### src/design/orsp_pkg.sv
`timescale 1ns / 1ps
// ---------------------------------------------------------------------------
// orsp_pkg
// Types and constants shared by the object record stream parser.
// ---------------------------------------------------------------------------
package orsp_pkg;

	localparam int unsigned BYTE_W = 8;
	localparam int unsigned HALF_W = 6;
	localparam int unsigned WORD_W = 12;
	localparam int unsigned KIND_W = 3;
	localparam int unsigned COUNT_W = 9;

	localparam logic [BYTE_W-1:0] MAGIC_0 = 8'h4F; // 'O'
	localparam logic [BYTE_W-1:0] MAGIC_1 = 8'h42; // 'B'
	localparam logic [BYTE_W-1:0] MAGIC_2 = 8'h4A; // 'J'
	localparam logic [BYTE_W-1:0] MAGIC_3 = 8'h38; // '8'

	typedef enum logic [11:0] {
		PH_MAGIC0 = 12'b0000_0000_0001,
		PH_MAGIC1 = 12'b0000_0000_0010,
		PH_MAGIC2 = 12'b0000_0000_0100,
		PH_MAGIC3 = 12'b0000_0000_1000,
		PH_EP_HI  = 12'b0000_0001_0000,
		PH_EP_LO  = 12'b0000_0010_0000,
		PH_LEN    = 12'b0000_0100_0000,
		PH_ADR_HI = 12'b0000_1000_0000,
		PH_ADR_LO = 12'b0001_0000_0000,
		PH_DAT_HI = 12'b0010_0000_0000,
		PH_DAT_LO = 12'b0100_0000_0000,
		PH_WAIT   = 12'b1000_0000_0000
	} phase_t;

	typedef enum logic [KIND_W-1:0] {
		KIND_EP    = 3'd0,
		KIND_DATA  = 3'd1,
		KIND_DONE  = 3'd2,
		KIND_MAGIC = 3'd3,
		KIND_SHORT = 3'd4
	} kind_t;

	typedef struct packed {
		phase_t                     phase;
		logic signed [COUNT_W-1:0]  bytes_left;
		logic [WORD_W-1:0]          current_address;
		logic [HALF_W-1:0]          upper_half;
		logic                       stray_seen;
		logic                       magic_mismatch;
	} parse_state_t;

	typedef struct packed {
		logic               valid;
		kind_t              kind;
		logic [WORD_W-1:0]  address;
		logic [WORD_W-1:0]  value;
		logic               stray;
	} parse_result_t;

	localparam parse_state_t STATE_RESET = '{
		phase:           PH_MAGIC0,
		bytes_left:      '0,
		current_address: '0,
		upper_half:      '0,
		stray_seen:      1'b0,
		magic_mismatch:  1'b0
	};

endpackage

### src/design/orsp_step.sv
`timescale 1ns / 1ps
// ---------------------------------------------------------------------------
// orsp_step
// Next-state and result logic for one stream item of the record parser.
// ---------------------------------------------------------------------------
module orsp_step
	import orsp_pkg::*;
(
	input  parse_state_t         cur,
	input  logic [BYTE_W-1:0]    data_byte,
	input  logic                 end_of_input,
	output parse_state_t         nxt,
	output parse_result_t        res
);

	logic [HALF_W-1:0]          half;
	logic                       byte_stray;
	logic                       stray_now;
	logic [WORD_W-1:0]          word;
	logic signed [COUNT_W-1:0]  left_after;
	logic                       more_words;
	logic [BYTE_W-1:0]          magic_exp;
	logic                       mismatch;

	assign half       = data_byte[HALF_W-1:0];
	assign byte_stray = |data_byte[BYTE_W-1:HALF_W];
	assign stray_now  = cur.stray_seen | byte_stray;
	assign word       = {cur.upper_half, half};
	assign left_after = cur.bytes_left - COUNT_W'(2);
	assign more_words = !left_after[COUNT_W-1] && (|left_after);

	always_comb begin
		unique case (cur.phase)
			PH_MAGIC0: magic_exp = MAGIC_0;
			PH_MAGIC1: magic_exp = MAGIC_1;
			PH_MAGIC2: magic_exp = MAGIC_2;
			default:   magic_exp = MAGIC_3;
		endcase
	end

	assign mismatch = cur.magic_mismatch | (data_byte != magic_exp);

	always_comb begin
		nxt         = cur;
		res.valid   = 1'b0;
		res.kind    = KIND_EP;
		res.address = '0;
		res.value   = '0;
		res.stray   = cur.stray_seen;
		if (end_of_input) begin
			nxt = STATE_RESET;
			unique case (cur.phase)
				PH_MAGIC0, PH_MAGIC1, PH_MAGIC2, PH_MAGIC3: begin
					res.valid = 1'b1;
					res.kind  = KIND_MAGIC;
				end
				PH_LEN: begin
					res.valid = 1'b1;
					res.kind  = KIND_DONE;
				end
				PH_EP_HI, PH_EP_LO, PH_ADR_HI, PH_ADR_LO, PH_DAT_HI, PH_DAT_LO: begin
					res.valid = 1'b1;
					res.kind  = KIND_SHORT;
				end
				default: ;
			endcase
		end else begin
			unique case (cur.phase)
				PH_MAGIC0: begin
					nxt.magic_mismatch = mismatch;
					nxt.phase          = PH_MAGIC1;
				end
				PH_MAGIC1: begin
					nxt.magic_mismatch = mismatch;
					nxt.phase          = PH_MAGIC2;
				end
				PH_MAGIC2: begin
					nxt.magic_mismatch = mismatch;
					nxt.phase          = PH_MAGIC3;
				end
				PH_MAGIC3: begin
					nxt.magic_mismatch = mismatch;
					if (mismatch) begin
						nxt.phase      = PH_WAIT;
						nxt.stray_seen = 1'b0;
						res.valid      = 1'b1;
						res.kind       = KIND_MAGIC;
					end else begin
						nxt.phase = PH_EP_HI;
					end
				end
				PH_EP_HI, PH_ADR_HI, PH_DAT_HI: begin
					nxt.upper_half = half;
					nxt.stray_seen = stray_now;
					nxt.phase      = (cur.phase == PH_EP_HI)  ? PH_EP_LO :
					                 (cur.phase == PH_ADR_HI) ? PH_ADR_LO : PH_DAT_LO;
				end
				PH_EP_LO: begin
					nxt.stray_seen = 1'b0;
					nxt.phase      = PH_LEN;
					res.valid      = 1'b1;
					res.kind       = KIND_EP;
					res.value      = word;
					res.stray      = stray_now;
				end
				PH_LEN: begin
					// length n leaves n - 1 counted bytes, signed
					nxt.bytes_left = $signed({1'b0, data_byte}) - COUNT_W'(1);
					nxt.phase      = PH_ADR_HI;
				end
				PH_ADR_LO: begin
					nxt.current_address = word;
					nxt.bytes_left      = left_after;
					nxt.stray_seen      = stray_now;
					nxt.phase           = more_words ? PH_DAT_HI : PH_LEN;
				end
				PH_DAT_LO: begin
					nxt.current_address = cur.current_address + WORD_W'(1);
					nxt.bytes_left      = left_after;
					nxt.stray_seen      = 1'b0;
					nxt.phase           = more_words ? PH_DAT_HI : PH_LEN;
					res.valid           = 1'b1;
					res.kind            = KIND_DATA;
					res.address         = cur.current_address;
					res.value           = word;
					res.stray           = stray_now;
				end
				default: ;
			endcase
		end
	end

endmodule

### src/design/object_record_stream_parser_unit.sv
`timescale 1ns / 1ps
// ---------------------------------------------------------------------------
// object_record_stream_parser_unit
// Parses a magic-tagged object stream into entry point, data word and status results.
// ---------------------------------------------------------------------------
// Input channel (in_valid/in_ready) moves one item per cycle: a byte, or an
// end mark when end_of_input is high. Output channel (out_valid/out_ready)
// moves zero or one result per input item, in input order.
// An item is registered in the input stage at acceptance, runs through the
// phase logic from there, and its result is loaded into the output register
// when the item advances, which a stalled result can hold off.
// Throughput: one item per cycle unless a stalled result backs up, set by
// the phase update on the input register; the parse state is the only loop.
// A stalled receiver holds the result register; the input stage keeps moving
// items that give no result, and only an item that has a result waits, which
// then backs up into in_ready.
// Reset clears the parse state to the first magic byte and empties both
// stages. An end mark also returns the parser to that state.
// ---------------------------------------------------------------------------
module object_record_stream_parser_unit
	import orsp_pkg::*;
(
	input  logic                clk,
	input  logic                arst_n,
	input  logic                in_valid,
	output logic                in_ready,
	input  logic [7:0]          data_byte,
	input  logic                end_of_input,
	output logic                out_valid,
	input  logic                out_ready,
	output logic [2:0]          result_kind,
	output logic [11:0]         load_address,
	output logic [11:0]         word_value,
	output logic                stray_high_bits
);

	logic               valid_s1;
	logic [BYTE_W-1:0]  byte_s1;
	logic               eoi_s1;
	parse_state_t       state_q;
	parse_state_t       state_nxt;
	parse_result_t      res;
	logic               advance;
	logic               out_valid_q;
	logic [KIND_W-1:0]  kind_q;
	logic [WORD_W-1:0]  address_q;
	logic [WORD_W-1:0]  value_q;
	logic               stray_q;

	orsp_step u_step (
		.cur          (state_q),
		.data_byte    (byte_s1),
		.end_of_input (eoi_s1),
		.nxt          (state_nxt),
		.res          (res)
	);

	// an item without a result never waits for the output register
	assign advance  = valid_s1 && (!res.valid || !out_valid_q || out_ready);
	assign in_ready = !valid_s1 || advance;

	always_ff @(posedge clk or negedge arst_n) begin
		if (!arst_n) begin
			valid_s1 <= 1'b0;
		end else if (in_ready) begin
			valid_s1 <= in_valid;
		end
	end

	always_ff @(posedge clk) begin
		if (in_valid && in_ready) begin
			byte_s1 <= data_byte;
			eoi_s1  <= end_of_input;
		end
	end

	always_ff @(posedge clk or negedge arst_n) begin
		if (!arst_n) begin
			state_q <= STATE_RESET;
		end else if (advance) begin
			state_q <= state_nxt;
		end
	end

	always_ff @(posedge clk or negedge arst_n) begin
		if (!arst_n) begin
			out_valid_q <= 1'b0;
		end else if (advance && res.valid) begin
			out_valid_q <= 1'b1;
		end else if (out_ready) begin
			out_valid_q <= 1'b0;
		end
	end

	always_ff @(posedge clk) begin
		if (advance && res.valid) begin
			kind_q    <= res.kind;
			address_q <= res.address;
			value_q   <= res.value;
			stray_q   <= res.stray;
		end
	end

	assign out_valid       = out_valid_q;
	assign result_kind     = kind_q;
	assign load_address    = address_q;
	assign word_value      = value_q;
	assign stray_high_bits = stray_q;

endmodule

### config.mk
export PLATFORM = sky130hd
export DESIGN_NAME = object_record_stream_parser_unit
export DESIGN_NICKNAME = d
export VERILOG_FILES = /design/src/design/orsp_pkg.sv /design/src/design/orsp_step.sv /design/src/design/object_record_stream_parser_unit.sv
export SDC_FILE = /design/constraint.sdc
export NUM_CORES = 1
export LEC_CHECK = 0
export BUFFER_PORTS_ARGS = -buffer_cell sky130_fd_sc_hd__buf_2
export CAP_MARGIN = 10
export CORE_MARGIN = 3
export CORE_UTILIZATION = 50
export DETAILED_ROUTE_END_ITERATION = 12
export PLACE_DENSITY = 0.69
export RECOVER_POWER = 50
export SLEW_MARGIN = 20
export SYNTH_ARGS = -nofsm -noshare
export SYNTH_HDL_FRONTEND = slang
export SYNTH_SLANG_ARGS = --single-unit
### constraint.sdc
create_clock -name clk -period 3.2 [get_ports clk]
set_input_delay 0.48 -clock clk [delete_from_list [all_inputs] [get_ports clk]]
set_output_delay 0.48 -clock clk [all_outputs]
set_load 0.05 [all_outputs]
==> summary.md, run 1 <==
| Metric | Value |
|---|---|
| Status | `finished with violations` |
| Failing checks | `max-capacitance violations, max-slew violations` |
| Clock skew | `0.0129 ns` |
| Synth top cells by count | `dfrtp_1, edfxtp_1, o21ai_0, nor2_1, and2_1` |
| P_sw | `1180 uW` |
| Die Ht | `99.4 um` |
| Worst skew pair latency | `0.35 ns` |
| Asr flop ratio synth | `53.8%` |
| Pin count of the biggest net entering global routing | `44` |
| Slew Viols, Final | `44` |
| Max-cap violations | `1` |
| Cell-internal power | `2040 uW` |
| Setup CP Type | `register to primary output` |
| Pwr/cell area | `645 mW/mm^2` |
| Via density | `5.96` |
| Routed WL per cell | `17.5 um` |
| EDFF count, synth | `37` |
| # rows | `33` |
| Startpoint Class | `register` |
| TritonCTS Buffers | `9` |
| Sw Ratio | `36.6%` |
| Gate Count Post-Synth | `420` |
| Area fraction of the dominant cell type after synthesis | `25.5%` |
| Maximum VDD drop | `0.271 mV` |
| Unique cell type count in the Yosys netlist | `58` |
| First-pass DRT Iterations | `5` |
| Syn_area_per_cell | `10.4 sq um` |
| Sequential share of the synthesized area | `50.2%` |
| Routed wire length | `10200 um` |
| Synth Flop Type | `dfrtp_1` |
| Yosys top cell by area | `edfxtp_1` |
| Hold WS | `0.302 ns` |
| PortBufs | `42` |
| Worst-path maximum fanout | `6` |
| Dpl ws | `0.247 ns` |
| Fin crit period | `3.10 ns` |
| Mux share of post-synthesis cell area | `4.22%` |
| Combinational Power Share | `31.3%` |
| First-pass GRT wire length | `16400 um` |
| Achievable frequency | `0.322 GHz` |
| Core Area | `0.00834 sq mm` |
| H-tree Lvls | `3` |
| Clock power frac | `25.9%` |
| Initial Util | `52.3%` |
| Worst slew pin tran | `2.41 ns` |
| Vias in the first global route | `3187` |
| Post-Syn Area | `0.00436 sq mm` |
| Largest family of logic cells by synthesized area | `simple AND/OR/NAND/NOR gates` |
| Sequential Power Share | `42.9%` |
| Clock sink count | `80` |
| Mapped Nets | `436` |
| Routability cong. | `0.909` |
| Clk root buf | `clkbuf_8` |
| Die area | `0.00988 sq mm` |
| Nets | `488` |
| Final Cycle Share | `97.0%` |
| Leak | `0.00200 uW` |
| Rel. slew slack | `-60.5%` |
| Detailed-route via count | `3470` |
| CP endpoint kind | `primary output` |
| Hold Crit Class | `input pin to register` |
| GRT Total Usage | `21.0%` |
| Slack of the worst reg-to-reg path | `0.15 ns` |
| Req. time, crit path | `2.72 ns` |
| Final antenna diode count | `0` |
| Critical Path AT | `2.62 ns` |
| Synth Register Bits | `80` |
| CTS tree | `done` |
| IO Count | `43` |
| DIE WIDTH | `99.4 um` |
| Final Hold Fails | `0` |
| Starting DRC count in detailed routing | `240` |
| Antenna viol nets, final | `0` |
| Final setup vio count | `0` |
| Initial antenna violation count | `0` |
| Most common cell in the netlist | `dfrtp_1` |
| Final WS setup | `0.0958 ns` |
| Synth warn | `0` |
| DP Wirelength | `6890 um` |
| Synth Area in Adders | `0.861%` |
| Layout cells sized above 1 | `16.8%` |
| GR Overflow Total | `0` |
| Residual DRC | `0` |
| Syn-to-layout area delta | `14.4%` |
| Reg clk slew, reported paths | `0.08 ns` |
| Synth Area in Simple Gates | `22.9%` |
| Post-Synth XOR/XNOR Area | `1.81%` |
| Largest cells by area after synthesis | `edfxtp_1, dfrtp_1, o21ai_0` |
| Compound-Gate Fraction of Synth Area | `16.1%` |
| Clock Path Buffers | `2` |
## final cells by class
| type | instances | area (sq um) |
|---|---|---|
| clock buffers | 10 | 128 |
| inverters | 9 | 33.8 |
| well taps | 105 | 131 |
| flip-flops and latches | 80 | 2200 |
| fillers | 709 | 3350 |
| clock inverters | 6 | 92.6 |
| multi-input cells | 305 | 2030 |
| repair buffers | 67 | 375 |
## layout by cell type (no fill, tap or decap), types with 6 or more instances in the layout
cell type  instances
nor2b_1            8
clkbuf_1          31
a21oi_1           20
nand2b_1          11
nor3_1             7
inv_1              9
clkbuf_8           9
mux2_1             8
mux2i_1            6
dfrtp_2            6
o31ai_1            7
edfxtp_1          37
nand3_1            6
and2_0            10
dfrtp_1           36
and3_1            12
buf_2             11
o21ai_1           12
nor3b_1           10
and2_1            14
buf_4             24
nand2_1           17
nor2_1            34
o21ai_0           36
## logic make-up after synthesis
logic type               after synthesis
AO/OA/AOI/OAI                        109
XOR/XNOR                               9
adder cells (fa/ha/maj)                3
buffers and inverters                 35
flip-flops                            80
multiplexers                          17
AND/OR/NAND/NOR                      167
## per-layer routing
metal / global-route usage, % / up-vias / wire length [um]
li1: - / 1648 / -
met1: 29.6 / 1669 / 4510
met2: 33.4 / 133 / 4810
met3: 4.14 / 20 / 665
met4: 5.36 / 0 / 184
met5: 0 / - / 0
## critical path: stages, from the launching register on
cell and delay [ns]:
dfrtp_2 0.47, nor4_4 0.32, buf_4 0.19, nand2_2 0.10, nor4_4 0.29, o211ai_2 0.17
o21a_1 0.23, and3_2 0.23, inv_1 0.06, clkbuf_4 0.22
## power groups by stage
stage               Combinational (uW)  Sequential (uW)  Clock [uW]
finish                            1010             1380         832
global route                      1090             1400         894
CTS                                965             1380         843
detailed placement                 951             1400           0
global placement                   943             1400           0
floorplan                          609             1530           0
## worst paths after layout
kind | endpoint | depth (start not counted) | startpoint
min in group asynchronous | state_q[10] | 1 | arst_n
worst max-delay path | in_ready | 9 | state_q[38]
worst min-delay path | byte_s1[4] | 1 | data_byte[4]
max in group asynchronous | state_q[34] | 1 | arst_n
worst max register to register | state_q[39] | 10 | state_q[38]
worst min register to register | state_q[1] | 1 | state_q[1]
## per-stage QoR
step	std cells	instance area, sq um	setup TNS, ns	utilization (%)	power [uW]
finish	582	4990	0	59.8	3220
global route	582	4990	-0.0736	59.8	3380
CTS	571	4900	0	58.8	3190
detailed placement	552	4660	0	55.9	2350
global placement	552	4660	0	55.9	2340
floorplan	420	4360	0	-	2140
## sequential cells by signal, summed over array words and instances (netlist names)
name	cells
result_kind	3
stray_high_bits	1
byte_s1	8
state_q	41
out_valid	1
valid_s1	1
load_address	12
word_value	12
eoi_s1	1
## repair_timing
item                                    CTS  global route
hold buffers                              0             0
resized for setup                         1            13
pin swaps                                 2             5
endpoints found under the setup margin    1             2
buffers inserted                          3            11
Note: power is estimated with default switching activity, not from simulation.
==> run 2: changes to the inputs <==
--- a/config.mk
+++ b/config.mk
@@ -8,9 +8,10 @@
 export BUFFER_PORTS_ARGS = -buffer_cell sky130_fd_sc_hd__buf_2
 export CAP_MARGIN = 10
 export CORE_MARGIN = 3
-export CORE_UTILIZATION = 50
+export CORE_UTILIZATION = 59
+export CTS_CLUSTER_DIAMETER = 40
 export DETAILED_ROUTE_END_ITERATION = 12
-export PLACE_DENSITY = 0.69
+export PLACE_DENSITY = 0.8
 export RECOVER_POWER = 50
 export SLEW_MARGIN = 20
 export SYNTH_ARGS = -nofsm -noshare
==> run 2 against run 1 <==
The flow still finishes with violations (max-capacitance violations, max-slew violations). Register-to-register slack improved by 0.10 ns. Total power decreased by 2.2%. Sequential power about the same. Clock power decreased by 8.7%. Utilization increased by 10 points. Final cell count decreased by 2.6%. Combinational power about the same. Non-clock buffer count decreased by 6. First-iteration DRC count increased by 43%. Critical path depth decreased by 1. Cell area decreased by 1.9%. Hold slack got worse by 0.024 ns. Critical endpoint unchanged. Highest routed layer unchanged.
==> summary.md, run 2 (synthesis gave the netlist of run 1 again) <==
| Metric | Value |
|---|---|
| Initial antenna violation count | `0 (unchanged)` |
| Antenna viol nets, final | `0 (unchanged)` |
| Buf+Inv Stages, Crit Path | `2 (-1)` |
| Worst-path maximum fanout | `7 (+1)` |
| Die area | `0.00846 sq mm (-14%)` |
| Worst path max stage delay | `0.48 ns (about the same)` |
| Routed wire length | `9990 um (-1.7%)` |
| Max-cap violations | `1 (unchanged)` |
| H-tree Lvls | `3 (unchanged)` |
| Hold WS | `0.277 ns (-0.0245 ns)` |
| Final setup vio count | `0 (unchanged)` |
| First-pass GRT wire length | `16300 um (-0.46%)` |
| Final instance area | `0.00490 sq mm (-1.9%)` |
| Residual DRC | `0 (unchanged)` |
| Top delay family on crit path | `simple AND/OR/NAND/NOR gates` |
| Clock skew | `0.0156 ns (+0.00265 ns)` |
| Leak | `0.00197 uW (-1.5%)` |
| Core Area | `0.00698 sq mm (-16%)` |
| PortBufs | `42 (unchanged)` |
| Reg clk slew, reported paths | `0.09 ns (about the same)` |
| Pin count of the biggest net entering global routing | `44 (unchanged)` |
| TritonCTS Buffers | `9 (unchanged)` |
| Vias in the first global route | `3234 (+1.5%)` |
| GR Overflow Total | `0 (unchanged)` |
| Routability cong. | `0.937 (+3.1%)` |
| Max reg flops | `41 (unchanged)` |
| Biggest register | `state_q` |
| Most frequent cells in the layout | `edfxtp_1, dfrtp_1, o21ai_0` |
| Final Hold Fails | `0 (unchanged)` |
| Slack of the worst reg-to-reg path | `0.25 ns (+0.10 ns)` |
| Dpl cells | `542 (-1.8%)` |
| Routed WL per cell | `17.6 um (+0.92%)` |
| Via density | `6.20 (+4.0%)` |
| Clock sink count | `80 (unchanged)` |
| Startpoint Class | `register` |
| Post-route insts no fill | `567 (-2.6%)` |
| Starting DRC count in detailed routing | `342 (+43%)` |
| Layout cells sized above 1 | `14.9% (-1.9 points)` |
| Final Cycle Share | `97.8% (+0.80 points)` |
| Worst skew pair latency | `0.37 ns (+0.02 ns)` |
| Failing checks | `max-capacitance violations, max-slew violations` |
| Achievable frequency | `0.320 GHz (-0.82%)` |
| Nets | `482 (-1.2%)` |
| Cell Chain, Critical Path | `nor4_4 -> and2_1 -> and4b_1 -> a2bb2oi_2 -> o21a_1 -> and3_1 -> inv_1 -> clkbuf_4` |
| Worst slew pin tran | `2.40 ns (-0.00634 ns)` |
| Clk root buf | `clkbuf_8` |
| Area after DPL | `0.00464 sq mm (-0.40%)` |
| Post-CTS Hold Fix Bufs | `0 (unchanged)` |
| Post-Route Utilization | `70.1% (+10 points)` |
| First-pass DRT Iterations | `5 (unchanged)` |
| Hold Crit Class | `input pin to register` |
| Setup CP Type | `register to primary output` |
| Die Ht | `92.0 um (-7.5%)` |
| Initial Util | `62.5% (+10 points)` |
| Critical Path AT | `2.65 ns (+0.03 ns)` |
| Fin crit period | `3.13 ns (+0.0256 ns)` |
| DIE WIDTH | `92.0 um (-7.5%)` |
| Maximum VDD drop | `0.424 mV (+56%)` |
| Syn-to-layout area delta | `12.3%` |
| Detailed-route via count | `3515 (+1.3%)` |
| Slew Viols, Final | `44 (unchanged)` |
| FILL cells | `533 (-25%)` |
| Req. time, crit path | `2.72 ns (about the same)` |
| Pwr/cell area | `643 mW/mm^2 (-0.30%)` |
| Rel. slew slack | `-60.0% (+0.42 points)` |
| CP endpoint kind | `primary output` |
| CTS tree | `done` |
| Final antenna diode count | `0 (unchanged)` |
| DP Wirelength | `6770 um (-1.8%)` |
| Slowest CP cell | `dfrtp_1` |
| Clock Path Buffers | `2 (unchanged)` |
| Status | `finished with violations` |
| IO Count | `43 (unchanged)` |
| # rows | `30 (-9.1%)` |
| GRT Total Usage | `24.6% (+3.6 points)` |
## run 2: per-layer routing
layer / vias up / share of wire (%) / GRT usage [%]
met4: 0 / 2.7 / 11.0
met1: 1685 / 44 / 34.8
met2: 169 / 46 / 37.7
met5: - / 0 / 0
met3: 26 / 7.1 / 3.94
li1: 1635 / - / -
## run 2: layout make-up
class	instances	area, sq um	share of cell area, %
tap	96	120	2.45
multi-input combinational	305	2020	41.2
clock inverter	7	76.3	1.56
timing repair buffer	61	330	6.75
sequential	80	2190	44.8
clock buffer	9	124	2.53
inverter	9	33.8	0.690
## run 2: worst paths after layout
path                       cells after the start    startpoint          end
min in group asynchronous                      1        arst_n  state_q[24]
min                                            1  data_byte[4]   byte_s1[4]
max                                            8   state_q[35]     in_ready
max in group asynchronous                      1        arst_n  state_q[32]
max reg2reg                                    9   state_q[40]  state_q[39]
min reg2reg                                    1    state_q[1]   state_q[1]
## run 2: per-stage QoR
| step | setup slack, ns | total power, uW | TNS [ns] |
|---|---|---|---|
| after floorplan | 0.303 | 2140 | 0 |
| final | 0.0702 | 3150 | 0 |
| after global routing | -0.0557 | 3290 | -0.0557 |
| after CTS | 0.00512 | 3110 | 0 |
| after global placement | 0.302 | 2310 | 0 |
| after detailed placement | 0.240 | 2340 | 0 |
## run 2: where the power goes
| group | leakage [uW] | total, uW | internal (uW) | switching, uW |
|---|---|---|---|---|
| Sequential | 0.000925 | 1390 | 1240 | 148 |
| Clock | 0.0000983 | 760 | 367 | 393 |
| Combinational | 0.000945 | 1000 | 340 | 661 |
## run 2: repair_timing
item	4_1_cts	5_1_grt
pin swaps	2	6
resized for setup	0	9
setup buffers	4	5
endpoints found under the setup margin	1	12
==> run 3: changes to the inputs <==
--- a/config.mk
+++ b/config.mk
@@ -8,10 +8,10 @@
 export BUFFER_PORTS_ARGS = -buffer_cell sky130_fd_sc_hd__buf_2
 export CAP_MARGIN = 10
 export CORE_MARGIN = 3
-export CORE_UTILIZATION = 59
+export CORE_UTILIZATION = 64
 export CTS_CLUSTER_DIAMETER = 40
 export DETAILED_ROUTE_END_ITERATION = 12
-export PLACE_DENSITY = 0.8
+export PLACE_DENSITY = 0.85
 export RECOVER_POWER = 50
 export SLEW_MARGIN = 20
 export SYNTH_ARGS = -nofsm -noshare
==> constraint.sdc (replaced) <==
create_clock -name clk -period 3.95 [get_ports clk]
set_input_delay 0.5925 -clock clk [delete_from_list [all_inputs] [get_ports clk]]
set_output_delay 0.5925 -clock clk [all_outputs]
set_load 0.05 [all_outputs]
==> run 3 against run 2 <==
The run still ends with max-capacitance violations, max-slew violations left. Global-route usage increased by 2.4 points. Die area fell by 7.3%. Cell area down 3.6%. First-iteration DRC count shrank 15%. Non-clock buffer count down 14. Total power down 22%. Combinational power shrank 26%. Clock skew fell by 0.0019 ns. Via count fell by 2.3%. Critical endpoint unchanged. Largest cell class unchanged.
==> summary.md, run 3 (synthesis gave the netlist of run 1 again) <==
| Metric | Value |
|---|---|
| Critical Path AT | `3.05 ns (+0.40 ns)` |
| Worst-path maximum fanout | `11 (+4)` |
| Nets | `468 (-2.9%)` |
| Combinational Power Share | `29.8% (-2.0 points)` |
| Detailed-route via count | `3434 (-2.3%)` |
| Worst slew pin tran | `2.41 ns (+0.00836 ns)` |
| Die Ht | `88.5 um (-3.7%)` |
| Top delay family on crit path | `simple AND/OR/NAND/NOR gates` |
| Post-CTS resize count | `0 (unchanged)` |
| Hold Crit Class | `input pin to register` |
| Core Area | `0.00646 sq mm (-7.5%)` |
| Vias in the first global route | `3297 (+1.9%)` |
| Sequential Power Share | `45.5% (+1.4 points)` |
| Starting DRC count in detailed routing | `291 (-15%)` |
| DIE WIDTH | `88.5 um (-3.7%)` |
| Clock Path Buffers | `2 (unchanged)` |
| Final Hold Fails | `0 (unchanged)` |
| Layout cells sized above 1 | `10.5% (-4.4 points)` |
| P_sw | `921 uW (-23%)` |
| Routability cong. | `0.945 (+0.79%)` |
| Routed wire length | `9670 um (-3.2%)` |
| H-tree Lvls | `3 (unchanged)` |
| Most frequent cells in the layout | `dfrtp_1, edfxtp_1, o21ai_0` |
| Met3 WL post-DR | `726 um (+2.5%)` |
| Cell-internal power | `1550 uW (-21%)` |
| DP Wirelength | `6790 um (+0.30%)` |
| Final WS setup | `0.308 ns (+0.238 ns)` |
| Antenna viol nets, final | `0 (unchanged)` |
| Overall Power | `2470 uW (-22%)` |
| First-pass GRT wire length | `16100 um (-1.4%)` |
| Biggest register | `state_q` |
| IO Count | `43 (unchanged)` |
| Reg clk slew, reported paths | `0.09 ns (about the same)` |
| Final antenna diode count | `0 (unchanged)` |
| WL met1 | `3990 um (-9.2%)` |
| Syn-to-layout area delta | `8.29%` |
| Die area | `0.00784 sq mm (-7.3%)` |
| Max layer used | `met4` |
| Max reg flops | `41 (unchanged)` |
| Status | `finished with violations` |
| Clock power frac | `24.7% (+0.6 points)` |
| Via density | `6.43 (+3.7%)` |
| GRT Total Usage | `27.1% (+2.4 points)` |
| Buf+Inv Stages, Crit Path | `2 (unchanged)` |
| First-pass DRT Iterations | `5 (unchanged)` |
| Setup Buffers After CTS | `0 (-4)` |
| Worst path max stage delay | `0.59 ns (+0.11 ns)` |
| Setup CP Type | `register to primary output` |
| # rows | `29 (-3.3%)` |
| Req. time, crit path | `3.36 ns (+0.64 ns)` |
| Maximum VDD drop | `0.258 mV (-39%)` |
| Max-cap violations | `1 (unchanged)` |
| PortBufs | `42 (unchanged)` |
| Sw Ratio | `37.3% (-0.86 points)` |
| Post-CTS Hold Fix Bufs | `0 (unchanged)` |
| CTS tree | `done` |
| Worst skew pair latency | `0.35 ns (-0.02 ns)` |
| GR Overflow Total | `0 (unchanged)` |
| Initial Util | `67.5% (+5.1 points)` |
| Pin count of the biggest net entering global routing | `44 (unchanged)` |
| Clock skew | `0.0137 ns (-0.00193 ns)` |
| Final Cycle Share | `92.2%` |
| Routed WL per cell | `18.1 um (+2.8%)` |
| Clock sink count | `80 (unchanged)` |
| Final setup TNS | `0 ns (unchanged)` |
| Clk root buf | `clkbuf_8` |
| Commonest non-fill, non-tap cell in the layout | `dfrtp_1` |
| Achievable frequency | `0.275 GHz` |
| Startpoint Class | `register` |
| Post-Route Utilization | `73.1% (+3.0 points)` |
| Dpl ws | `0.798 ns (+0.558 ns)` |
| FILL cells | `517 (-3.0%)` |
| Failing checks | `max-capacitance violations, max-slew violations` |
| Pwr/cell area | `522 mW/mm^2 (-19%)` |
| Fin crit period | `3.64 ns` |
| Rel. slew slack | `-60.6% (-0.56 points)` |
| DR WL met2 | `4720 um (+2.2%)` |
| Slowest CP cell | `nor4_4` |
| TritonCTS Buffers | `9 (unchanged)` |
| Cell Chain, Critical Path | `nor4_4 -> nand4b_1 -> o211a_1 -> a2bb2oi_2 -> o21a_1 -> and3_1 -> inv_1 -> buf_2` |
| Leak | `0.00191 uW (-3.2%)` |
| Final setup vio count | `0 (unchanged)` |
| Residual DRC | `0 (unchanged)` |
| RSZ-0062 raised after global routing | `no` |
| CP endpoint kind | `primary output` |
| Slew Viols, Final | `44 (unchanged)` |
| Initial antenna violation count | `0 (unchanged)` |
==> run 3: changes by cell type in the layout (fill, tap and decap cells not counted), moves of 2 or more <==
| cell | before | now |
|---|---|---|
| and2_0 | 1 | 4 |
| and2_1 | 24 | 21 |
| buf_4 | 18 | 5 |
| dfrtp_1 | 37 | 42 |
| dfrtp_2 | 5 | 0 |
| inv_6 | 3 | 1 |
==> run 3: power by group through the flow <==
stage / combinational (uW) / clock (uW) / sequential, uW
floorplan: 494 / 0 / 1240
global placement: 732 / 0 / 1130
detailed placement: 743 / 0 / 1130
CTS: 746 / 615 / 1120
global route: 796 / 650 / 1140
finish: 736 / 609 / 1120
==> run 3: per-stage QoR <==
stage,cell area [sq um],std cells,hold WS (ns)
floorplan,4360,420,0.297
finish,4720,534,0.412
CTS,4760,534,0.401
detailed placement,4570,518,0.477
global route,4720,534,0.403
global placement,4570,518,0.470
==> run 3: layout make-up <==
type                    instances  area, sq um  share of cell area (%)
clock buffers                  11          141                    2.99
clock inverters                 5         56.3                    1.19
inverters                       9         33.8                   0.715
multi-input cells             305         2000                    42.3
flip-flops and latches         80         2190                    46.3
well taps                      77         96.3                    2.04
repair buffers                 47          210                    4.45
==> run 3: layer usage <==
metal	global-route usage, %	up-vias
met5	0	-
li1	-	1606
met3	4.93	22
met1	35.8	1638
met4	11.4	0
met2	44.1	168
==> run 3: worst paths after layout <==
path	start	end	slack, ns	depth (start not counted)
worst max-delay path	state_q[30]	in_ready	0.31	8
worst min-delay path	data_byte[0]	byte_s1[0]	0.41	1
worst max register to register	state_q[39]	state_q[39]	0.78	8
worst min register to register	state_q[1]	state_q[1]	0.50	1
max in group asynchronous	arst_n	state_q[24]	1.61	1
min in group asynchronous	arst_n	state_q[14]	0.97	1
